**src/hw/rtl/cds_pkg.sv**
```systemverilog
package cds_pkg;

    typedef logic [1:0]  t_func;
    typedef logic [1:0]  t_status;
    typedef logic [13:0] t_year;
    typedef logic [3:0]  t_month;
    typedef logic [4:0]  t_day;

    localparam t_func FN_NEXT_DAY   = 2'd0;
    localparam t_func FN_PREV_DAY   = 2'd1;
    localparam t_func FN_NEXT_MONTH = 2'd2;
    localparam t_func FN_PREV_MONTH = 2'd3;

    localparam t_status ST_OK         = 2'd0;
    localparam t_status ST_BAD_DATE   = 2'd1;
    localparam t_status ST_YEAR_RANGE = 2'd2;

    localparam t_year  YEAR_MAX  = 14'd9999;
    localparam t_month MONTH_JAN = 4'd1;
    localparam t_month MONTH_FEB = 4'd2;
    localparam t_month MONTH_DEC = 4'd12;

    // floor(y / 100) by reciprocal: 5243 / 2^19, exact for all 14-bit y
    function automatic logic [7:0] f_div100(input t_year y);
        logic [26:0] prod;
        prod = 27'(y) * 27'd5243;
        return prod[26:19];
    endfunction

    function automatic logic f_is_leap(input t_year y);
        logic [7:0]  q;
        logic [13:0] r;
        q = f_div100(y);
        r = y - 14'(q) * 14'd100;
        return ((y[1:0] == 2'b00) && (r != 14'd0)) || ((r == 14'd0) && (q[1:0] == 2'b00));
    endfunction

    function automatic t_day f_month_len(input t_month m, input logic leap);
        t_day len;
        case (m) inside
            4'd2:                                   len = leap ? 5'd29 : 5'd28;
            4'd4, 4'd6, 4'd9, 4'd11:                len = 5'd30;
            4'd1, 4'd3, 4'd5, 4'd7, 4'd8, 4'd10,
            4'd12:                                  len = 5'd31;
            default:                                len = 5'd0;
        endcase
        return len;
    endfunction

    // (31 * mm) / 12 with mm = month shifted so March is 1
    function automatic logic [4:0] f_month_off(input t_month m);
        logic [4:0] v;
        case (m)
            4'd1:    v = 5'd28;
            4'd2:    v = 5'd31;
            4'd3:    v = 5'd2;
            4'd4:    v = 5'd5;
            4'd5:    v = 5'd7;
            4'd6:    v = 5'd10;
            4'd7:    v = 5'd12;
            4'd8:    v = 5'd15;
            4'd9:    v = 5'd18;
            4'd10:   v = 5'd20;
            4'd11:   v = 5'd23;
            4'd12:   v = 5'd25;
            default: v = 5'd0;
        endcase
        return v;
    endfunction

endpackage

```
**src/hw/rtl/calendar_date_step.sv**
```systemverilog
// Channel | Dir | Handshake                 | Payload
// input   | in  | i_in_valid / o_in_ready   | i_func, i_in_year, i_in_month, i_in_day
// output  | out | o_out_valid / i_out_ready | o_out_year/month/day, o_weekday, leap, len, status
//
// One transfer per cycle sustained while the output is not stalled; o_out_valid rises
// once the transfer has passed the input, step, calendar and result registers.
// Depth follows the chain: validate and step, weekday sum, sum modulo 7.
// i_rst_n (synchronous, active low) clears all stage valid bits only.
// A stalled output freezes the whole pipe; bubbles are squeezed out, so
// o_in_ready stays high while any stage is empty.
module calendar_date_step (
    input  logic              i_clk,
    input  logic              i_rst_n,
    input  logic              i_in_valid,
    output logic              o_in_ready,
    input  cds_pkg::t_func    i_func,
    input  cds_pkg::t_year    i_in_year,
    input  cds_pkg::t_month   i_in_month,
    input  cds_pkg::t_day     i_in_day,
    output logic              o_out_valid,
    input  logic              i_out_ready,
    output cds_pkg::t_year    o_out_year,
    output cds_pkg::t_month   o_out_month,
    output cds_pkg::t_day     o_out_day,
    output logic [2:0]        o_weekday,
    output logic              o_leap_flag,
    output cds_pkg::t_day     o_month_length,
    output cds_pkg::t_status  o_status
);
    import cds_pkg::*;

    // stage enables, output end first
    logic en0, en1, en2, en3;
    logic r_v0, r_v1, r_v2, r_v3;

    assign en3 = !r_v3 || i_out_ready;
    assign en2 = !r_v2 || en3;
    assign en1 = !r_v1 || en2;
    assign en0 = !r_v0 || en1;
    assign o_in_ready  = en0;
    assign o_out_valid = r_v3;

    always_ff @(posedge i_clk) begin
        if (!i_rst_n) begin
            r_v0 <= 1'b0;
            r_v1 <= 1'b0;
            r_v2 <= 1'b0;
            r_v3 <= 1'b0;
        end else begin
            if (en0) r_v0 <= i_in_valid;
            if (en1) r_v1 <= r_v0;
            if (en2) r_v2 <= r_v1;
            if (en3) r_v3 <= r_v2;
        end
    end

    // ---------------- stage 0: input register ----------------
    t_func  r_s0_func;
    t_year  r_s0_year;
    t_month r_s0_month;
    t_day   r_s0_day;

    always_ff @(posedge i_clk) begin
        if (en0) begin
            r_s0_func  <= i_func;
            r_s0_year  <= i_in_year;
            r_s0_month <= i_in_month;
            r_s0_day   <= i_in_day;
        end
    end

    // ---------------- stage 1: validate and step ----------------
    // The year only changes across Dec/Jan (both 31 days), so the input
    // year's leap bit is right for every month length needed here,
    // including the clamp after a month step.
    logic    s1_leap, s1_bad, s1_range;
    t_day    s1_len_in, s1_len;
    t_year   n_s1_year;
    t_month  n_s1_month;
    t_day    n_s1_day;
    t_status n_s1_status;

    always_comb begin
        s1_leap   = f_is_leap(r_s0_year);
        s1_len_in = f_month_len(r_s0_month, s1_leap);
        s1_bad    = (r_s0_year == 14'd0) || (r_s0_year > YEAR_MAX) ||
                    (r_s0_month == 4'd0) || (r_s0_month > MONTH_DEC) ||
                    (r_s0_day == 5'd0) || (r_s0_day > s1_len_in);
        n_s1_year  = r_s0_year;
        n_s1_month = r_s0_month;
        n_s1_day   = r_s0_day;
        case (r_s0_func)
            FN_NEXT_DAY: begin
                if (r_s0_day == s1_len_in) begin
                    n_s1_day = 5'd1;
                    if (r_s0_month == MONTH_DEC) begin
                        n_s1_month = MONTH_JAN;
                        n_s1_year  = r_s0_year + 14'd1;
                    end else begin
                        n_s1_month = r_s0_month + 4'd1;
                    end
                end else begin
                    n_s1_day = r_s0_day + 5'd1;
                end
            end
            FN_PREV_DAY: begin
                if (r_s0_day == 5'd1) begin
                    if (r_s0_month == MONTH_JAN) begin
                        n_s1_month = MONTH_DEC;
                        n_s1_day   = 5'd31;
                        n_s1_year  = r_s0_year - 14'd1;
                    end else begin
                        n_s1_month = r_s0_month - 4'd1;
                        n_s1_day   = f_month_len(r_s0_month - 4'd1, s1_leap);
                    end
                end else begin
                    n_s1_day = r_s0_day - 5'd1;
                end
            end
            FN_NEXT_MONTH: begin
                if (r_s0_month == MONTH_DEC) begin
                    n_s1_month = MONTH_JAN;
                    n_s1_year  = r_s0_year + 14'd1;
                end else begin
                    n_s1_month = r_s0_month + 4'd1;
                end
            end
            default: begin
                if (r_s0_month == MONTH_JAN) begin
                    n_s1_month = MONTH_DEC;
                    n_s1_year  = r_s0_year - 14'd1;
                end else begin
                    n_s1_month = r_s0_month - 4'd1;
                end
            end
        endcase
        s1_len = f_month_len(n_s1_month, s1_leap);
        if (n_s1_day > s1_len) n_s1_day = s1_len;
        s1_range = (n_s1_year == 14'd0) || (n_s1_year > YEAR_MAX);
        if (s1_bad)        n_s1_status = ST_BAD_DATE;
        else if (s1_range) n_s1_status = ST_YEAR_RANGE;
        else               n_s1_status = ST_OK;
    end

    t_year   r_s1_year;
    t_month  r_s1_month;
    t_day    r_s1_day;
    t_day    r_s1_len;
    t_status r_s1_status;

    always_ff @(posedge i_clk) begin
        if (en1) begin
            r_s1_year   <= n_s1_year;
            r_s1_month  <= n_s1_month;
            r_s1_day    <= n_s1_day;
            r_s1_len    <= s1_len;
            r_s1_status <= n_s1_status;
        end
    end

    // ---------------- stage 2: leap bit and weekday sum ----------------
    // Zeller-style sum: Jan/Feb count as months 11/12 of the prior year.
    logic        s2_ok;
    logic        s2_early;
    t_year       s2_yy;
    logic [7:0]  s2_q100;
    logic [13:0] n_s2_sum;
    logic        n_s2_leap;

    always_comb begin
        s2_ok     = (r_s1_status == ST_OK);
        s2_early  = (r_s1_month <= MONTH_FEB);
        s2_yy     = r_s1_year - 14'(s2_early);
        s2_q100   = f_div100(s2_yy);
        n_s2_sum  = 14'(r_s1_day) + s2_yy + (s2_yy >> 2) - 14'(s2_q100)
                  + 14'(s2_q100 >> 2) + 14'(f_month_off(r_s1_month));
        n_s2_leap = f_is_leap(r_s1_year);
    end

    t_year       r_s2_year;
    t_month      r_s2_month;
    t_day        r_s2_day;
    t_day        r_s2_len;
    logic        r_s2_leap;
    logic [13:0] r_s2_sum;
    t_status     r_s2_status;

    always_ff @(posedge i_clk) begin
        if (en2) begin
            r_s2_year   <= s2_ok ? r_s1_year  : 14'd0;
            r_s2_month  <= s2_ok ? r_s1_month : 4'd0;
            r_s2_day    <= s2_ok ? r_s1_day   : 5'd0;
            r_s2_len    <= s2_ok ? r_s1_len   : 5'd0;
            r_s2_leap   <= s2_ok && n_s2_leap;
            r_s2_sum    <= s2_ok ? n_s2_sum   : 14'd0;
            r_s2_status <= r_s1_status;
        end
    end

    // ---------------- stage 3: sum mod 7 ----------------
    // quotient by 37450 / 2^18 (slightly above 1/7, exact below 2^14)
    logic [29:0] s3_prod;
    logic [11:0] s3_q7;
    logic [13:0] s3_rem;

    always_comb begin
        s3_prod = 30'(r_s2_sum) * 30'd37450;
        s3_q7   = s3_prod[29:18];
        s3_rem  = r_s2_sum - 14'(s3_q7) * 14'd7;
    end

    t_year      r_s3_year;
    t_month     r_s3_month;
    t_day       r_s3_day;
    logic [2:0] r_s3_wday;
    logic       r_s3_leap;
    t_day       r_s3_len;
    t_status    r_s3_status;

    always_ff @(posedge i_clk) begin
        if (en3) begin
            r_s3_year   <= r_s2_year;
            r_s3_month  <= r_s2_month;
            r_s3_day    <= r_s2_day;
            r_s3_wday   <= s3_rem[2:0];
            r_s3_leap   <= r_s2_leap;
            r_s3_len    <= r_s2_len;
            r_s3_status <= r_s2_status;
        end
    end

    assign o_out_year     = r_s3_year;
    assign o_out_month    = r_s3_month;
    assign o_out_day      = r_s3_day;
    assign o_weekday      = r_s3_wday;
    assign o_leap_flag    = r_s3_leap;
    assign o_month_length = r_s3_len;
    assign o_status       = r_s3_status;

endmodule

```
**config.mk**
```make
export PLATFORM = sky130hd
export DESIGN_NAME = calendar_date_step
export DESIGN_NICKNAME = d
export VERILOG_FILES = /design/src/hw/rtl/cds_pkg.sv /design/src/hw/rtl/calendar_date_step.sv
export SDC_FILE = /design/constraint.sdc
export NUM_CORES = 1
export LEC_CHECK = 0
export BUFFER_PORTS_ARGS = -buffer_cell sky130_fd_sc_hd__buf_2
export CAP_MARGIN = 20
export CORE_MARGIN = 5
export CORE_UTILIZATION = 60
export DETAILED_ROUTE_END_ITERATION = 7
export HOLD_SLACK_MARGIN = 0.08
export PLACE_DENSITY = 0.77
export SLEW_MARGIN = 20
export SYNTH_ARGS = -nofsm -noshare
export SYNTH_HDL_FRONTEND = slang
export SYNTH_SLANG_ARGS = --single-unit
```
**constraint.sdc**
```tcl
create_clock -name i_clk -period 24.2 [get_ports i_clk]
set_clock_uncertainty 0.2 [all_clocks]
set_input_delay 1.21 -clock i_clk [delete_from_list [all_inputs] [get_ports i_clk]]
set_output_delay 1.21 -clock i_clk [all_outputs]
set_load 0.03 [all_outputs]
```
==> key figures, run 1 <==
Run status
  • Status: finished clean

GRT
  • Initial antenna violation count: 1
  • Largest net degree at the start of global routing: 44
  • Vias in the first global route: 16,200
  • First-pass GRT wire length: 79,000 µm
  • Remaining global-route overflow: 0
  • Total GRT Usage: 24.0%

Synthesis
  • Leading area contributor after synthesis: ha_1
  • Post-synthesis sequential area ratio: 18.4%
  • Main combinational cell family by area after synthesis: adder cells
  • Post-Synth Simple-Gate Area: 7.11%
  • Primary FF master, synth: edfxtp_1
  • Mean Syn Cell Area: 10.3 µm²
  • Post-synthesis mux area share: 0.893%
  • Adder-cell share of the synthesized area: 52.7%
  • Synth top area share: 30.0%
  • Synth cell types: 67
  • Mapped Nets: 2,929
  • Compound-Gate Fraction of Synth Area: 8.34%
  • Post-synthesis register bit count: 137
  • Post-Synth XOR/XNOR Area: 3.77%
  • Cell Area, Synth: 21,800 µm²
  • Syn. warnings: 0
  • Cells after Synth: 2,129
  • Post-synthesis async set-or-reset flop share: 0%
  • Largest cells by area after synthesis: ha_1, fa_1, edfxtp_1
  • Number of synthesized flops with an enable pin: 128

Floorplanning
  • Vert. Die Dim: 201 µm
  • Die W: 201 µm
  • CORE AREA: 35,700 µm²
  • Die area: 40,300 µm²
  • Initial Utilization: 61.1%
  • Io pins: 65
  • Row cnt: 69

STA
  • Unrepaired setup endpoints after global routing: false
  • Fmax: 71.8 MHz
  • Final Max Tran Viols: 0
  • Worst-margin pin slew: 1.05 ns
  • Final setup violation count: 0
  • Final Hold Fails: 0
  • Fin crit share: 57.6%
  • Setup tns final: 0 ns
  • Final Critical Period: 13.94 ns
  • Slew Limit Headroom: 29.7%

Clock tree
  • Post-cts sizing count: 0
  • Clk Latency, worst-skew pair: 0.46 ns
  • Post-CTS Setup Bufs: 0
  • CTS max path bufs: 2
  • Root buffer cell: clkbuf_16
  • Clock transition at path regs: 0.07 ns
  • # hold bufs at CTS: 0
  • CTS buffer count: 17
  • TritonCTS clock tree: done
  • H-tree levels: 4
  • CTS sink count: 137

Setup path
  • Crit-path max FO: 12
  • Worst path required time: 24.20 ns
  • Type of element capturing the critical path: flop
  • Crit path top cell by count: inv_1
  • CP startpoint kind: flop
  • CP max stage cell: edfxtp_1
  • CP Data Arrival Time: 13.94 ns
  • Critical path type: reg -> reg
  • Max stage delay on crit path: 0.76 ns

Final layout
  • Total area of sequential cells: 4020 µm²
  • Layout Cells excl Fill: 2,674
  • Antenna fix cells: 0
  • Fillers: 2,845
  • Layout area overhead: 6.94%
  • Nets: 3,000
  • Share of post-route cells with drive strength above 1: 6.06%
  • Multi-input logic area: 15,900 µm²
  • Final Util: 65.4%

Routing
  • Routed Antenna Nets: 0
  • Via count: 14,900
  • # DRC: 0
  • Initial drt markers: 849
  • Drt first pass iters: 5
  • DR vias/cell: 5.58
  • Drt wl/cell: 17.4 µm
  • Total wire length: 46,600 µm

Flow run
  • Max-capacitance violation count: 0

Placed design
  • GPL Wtd Cong: 0.939
  • PortBufs: 64
  • Placed cells: 2,641
  • Dpl hpwl: 39,200 µm

Min path
  • HP Class: reg -> reg
-- sequential cells by signal (all words and copies together), names as in the netlist, 2 cells and up, named ones only --
register and count:
r_s2_year 14, r_s1_year 14, r_s2_month 4, r_s1_day 5, r_s2_sum 14, o_out_month 4, o_weekday 3, r_s2_day 5
o_out_day 5, r_s0_func 2, r_s1_month 4, r_s0_month 4, r_s0_day 5, o_out_year 14, r_s2_status 2, o_status 2
r_s0_year 14, r_s1_status 2, r_s1_len 3, r_s2_len 3, o_month_length 3
-- synth_stat cells, types with 9 or more instances --
| library cell | n |
|---|---|
| a31oi_1 | 13 |
| o21a_1 | 15 |
| o21bai_1 | 13 |
| nor3_1 | 28 |
| a21boi_0 | 10 |
| clkbuf_1 | 21 |
| o21ai_0 | 63 |
| mux2_2 | 10 |
| xor2_1 | 29 |
| and2_1 | 18 |
| o211ai_1 | 14 |
| a21o_1 | 23 |
| nor2_1 | 104 |
| nand2_1 | 59 |
| nand3_1 | 27 |
| dfxtp_1 | 9 |
| and3_1 | 20 |
| a21oi_1 | 82 |
| nor2b_1 | 15 |
| fa_1 | 248 |
| edfxtp_1 | 128 |
| ha_1 | 523 |
| xnor2_1 | 65 |
| inv_1 | 485 |
-- through the flow --
step / hold slack [ns] / setup WS [ns] / cell area, µm²
after floorplan: 0.200 / 11.79 / 21800
after global placement: 0.202 / 10.76 / 22700
after detailed placement: 0.205 / 10.34 / 22700
after CTS: 0.217 / 10.30 / 23300
after global routing: 0.230 / 9.19 / 23400
final: 0.219 / 10.26 / 23400
-- cells in the final DEF, fill, tap and decap left out, drive strengths merged, types with 13 or more instances in the layout --
cell	synthesis	final
ha	523	523
a31oi	13	13
nor3	28	28
nand2	59	59
nor2b	15	15
o21a	15	15
xor2	29	29
nand3	27	27
and3	20	20
and2	18	18
o211ai	14	14
buf	3	76
inv	486	496
edfxtp	128	128
clkbuf	21	19
a21oi	82	82
fa	248	248
o21ai	67	67
xnor2	65	65
o21bai	13	13
nor2	104	104
a21o	23	23
-- critical path, delay by kind of cell, from the launching register on --
kind,cells,cell delay (ns)
xor+xnor,2,0.44
buf+inv,9,0.67
flops,1,0.76
simple gates,9,1.60
fa+ha+maj,13,4.84
mux,1,0.40
compound gates,22,4.76
-- cell type report --
type | instances | share of cell area, %
Clock buffer | 19 | 2.03
Clock inverter | 13 | 0.584
Inverter | 486 | 7.81
Multi-Input combinational cell | 1482 | 68.1
Sequential cell | 137 | 17.2
Tap cell | 461 | 2.47
Timing Repair Buffer | 76 | 1.81
-- logic make-up (layout without fill, tap and decap cells) --
family                   Yosys count  count (layout)
AO/OA/AOI/OAI                    285             285
flip-flops                       137             137
buffers and inverters            510             594
multiplexers                      17              17
adder cells (fa/ha/maj)          771             771
AND/OR/NAND/NOR                  315             315
XOR/XNOR                          94              94
-- final timing paths --
| check | from | end | slack (ns) | cells after the start |
|---|---|---|---|---|
| min reg2reg | r_s2_len[0] | o_month_length[0] | 0.22 | 0 |
| max | r_s0_year[11] | r_s1_day[0] | 10.26 | 56 |
| min | r_s2_len[0] | o_month_length[0] | 0.22 | 0 |
| max reg2reg | r_s0_year[11] | r_s1_day[0] | 10.26 | 56 |
-- routing by layer --
layer / vias to the layer above / GRT usage (%) / part of all wire [%]
met5: - / 0 / 0.015
met4: 2 / 7.01 / 2.7
met3: 93 / 4.01 / 4.5
met2: 350 / 42.8 / 50
met1: 7261 / 30.2 / 42
li1: 7203 / - / -
Power of run 1 is left out: the tool's default activity adds up to more than one toggle a clock period on the data nets, which glitch-free logic cannot reach.
==> run 2, diff against run 1 <==
ABC_AREA = 1   (was unset)
clock period = 12.9 ns   (was 24.2 ns; I/O delays follow)
==> run 2 against run 1 <==
Hold slack got worse by 0.038 ns. First-iteration DRC count is 18% higher. Highest routed layer unchanged. Sequential share of layout area is 0.69 points lower. Utilization shrank 0.13 points.
==> key figures, run 2 <==
Floorplanning
  • Die W: 204 µm
  • CORE AREA: 37,300 µm²
  • Io pins: 65
  • Initial Utilization: 60.3%
  • Row cnt: 71
  • Vert. Die Dim: 204 µm
  • Die area: 41,500 µm²

Setup path
  • CP startpoint kind: flop
  • Crit path top cell by count: nand2_1
  • Critical path type: reg -> reg
  • Number of cells on the critical path: 61
  • Type of element capturing the critical path: flop
  • Crit path max-delay family: adder cells
  • Crit-path max FO: 11
  • CP max stage cell: fa_1
  • Worst path required time: 12.88 ns
  • Crit path launch: r_s0_year[11]
  • Max stage delay on crit path: 0.55 ns
  • Worst Path Buf+Inv: 12
  • RR Startpoint: r_s0_year[11]
  • R2R depth: 61
  • CP Data Arrival Time: 12.03 ns

Final layout
  • Antenna fix cells: 0
  • Most frequent cells in the layout: inv_1, ha_1, fa_1
  • Layout area overhead: 8.22%
  • Layout Cells excl Fill: 2,974
  • Total area of sequential cells: 4020 µm²
  • Nets: 3,287
  • Share of post-route cells with drive strength above 1: 8.24%
  • Fillers: 2,955
  • Most common cell after layout, fill and taps aside: inv_1
  • Multi-input logic area: 16,200 µm²

Synthesis
  • Cell Area, Synth: 22,500 µm²
  • Mean Syn Cell Area: 9.51 µm²
  • Synth cell types: 63
  • Cells after Synth: 2,366
  • Leading area contributor after synthesis: ha_1
  • Mapped Nets: 3,166
  • Most frequent cell after synthesis: inv_1
  • Most frequent cells after synthesis: inv_1, ha_1, fa_1, nand2_1, edfxtp_1
  • Number of synthesized flops with an enable pin: 128
  • Synth top area share: 29.1%
  • Syn. warnings: 0
  • Post-synthesis sequential area ratio: 17.9%
  • Largest cells by area after synthesis: ha_1, fa_1, edfxtp_1
  • Post-synthesis async set-or-reset flop share: 0%
  • Post-synthesis register bit count: 137
  • Primary FF master, synth: edfxtp_1

Placed design
  • Placed cells: 2,906
  • Dpl hpwl: 43,500 µm
  • PortBufs: 64
  • GPL Wtd Cong: 0.900
  • Setup WS pre-CTS: 0.629 ns

Clock tree
  • CTS max path bufs: 2
  • Clk Latency, worst-skew pair: 0.44 ns
  • # hold bufs at CTS: 0
  • Root buffer cell: clkbuf_16
  • H-tree levels: 4
  • CTS buffer count: 17
  • Clock transition at path regs: 0.07 ns
  • CTS sink count: 137
  • TritonCTS clock tree: done

GRT
  • Largest net degree at the start of global routing: 45
  • First-pass GRT wire length: 84,600 µm
  • Remaining global-route overflow: 0
  • Total GRT Usage: 25.2%
  • Initial antenna violation count: 1
  • Vias in the first global route: 17,200

STA
  • Worst Setup Slack, final: 0.854 ns
  • Final Critical Period: 12.05 ns
  • Worst-margin pin slew: 1.04 ns
  • Slew Limit Headroom: 28.9%
  • Final Hold Fails: 0
  • Fin crit share: 93.4%
  • Final setup violation count: 0
  • Fin Hold WS: 0.181 ns
  • Fmax: 83.0 MHz
  • Final Max Tran Viols: 0

Routing
  • Initial drt markers: 998
  • DR vias/cell: 5.50
  • Via count: 16,400
  • Total wire length: 50,600 µm
  • # DRC: 0
  • Drt first pass iters: 5
  • Drt wl/cell: 17.0 µm
  • Routed Antenna Nets: 0

Min path
  • Worst hold stages: 1
  • Min-delay src: i_in_month[3]
  • HP Class: in -> reg

Run status
  • Status: finished clean

Flow run
  • Max-capacitance violation count: 0
run 2: cell types whose count changed after synthesis, sizes merged, moves of 26 or more:
cell | previous run | this run
nand3 | 27 | 62
xnor2 | 65 | 31
nand2 | 59 | 230
a21oi | 82 | 108
xor2 | 29 | 65
inv | 486 | 599
run 2: routing by layer:
layer | share of wire (%) | up-vias | routed length [µm] | global-route usage (%)
met2 | 49 | 436 | 24900 | 44.0
met5 | 0.016 | - | 8 | 0
li1 | - | 7895 | - | -
met4 | 2.4 | 2 | 1220 | 5.95
met3 | 5.0 | 102 | 2510 | 3.53
met1 | 43 | 7922 | 22000 | 33.4
run 2: area by class of cell:
class | count | share of cell area (%)
Multi-Input combinational cell | 1617 | 66.4
Timing Repair Buffer | 110 | 2.84
Clock buffer | 17 | 1.75
Inverter | 604 | 9.36
Tap cell | 474 | 2.44
Sequential cell | 137 | 16.5
Clock inverter | 15 | 0.720
run 2: per-stage QoR:
stage / area [µm²] / setup TNS (ns) / utilization, %
CTS: 24000 / 0 / 64.4
detailed placement: 23400 / 0 / 62.8
finish: 24300 / 0 / 65.2
floorplan: 22500 / 0 / -
global route: 24300 / -0.000878 / 65.2
global placement: 23400 / 0 / 62.8
run 2: cell families after synthesis:
| kind of cell | count (synthesis) | synth area share [%] |
|---|---|---|
| flops | 137 | 17.9 |
| xor+xnor | 96 | 3.74 |
| buf+inv | 612 | 10.3 |
| simple gates | 478 | 9.75 |
| compound gates | 272 | 7.14 |
| fa+ha+maj | 771 | 51.2 |
run 2: path summary, 6_finish.rpt:
kind | slack (ns) | end
min | 0.18 | r_s0_month[3]
min reg2reg | 0.22 | o_out_day[1]
max reg2reg | 0.85 | r_s1_day[3]
max | 0.85 | r_s1_day[3]
run 2: worst reg2reg max path, delay by kind of cell (launching register included):
family	cells	cell delay, ns
AOI/OAI and AO/OA	13	2.50
xor gates and xnor gates	2	0.46
adders and majority gates	13	4.88
buffers and inverters	12	1.19
DFF	1	0.43
and+or+nand+nor	21	2.15
run 2: repair_timing:
item	CTS	global route
gates resized for setup	0	4
setup endpoints to repair	0	5
buffers inserted	0	36
Power of run 2 is left out for the same reason.
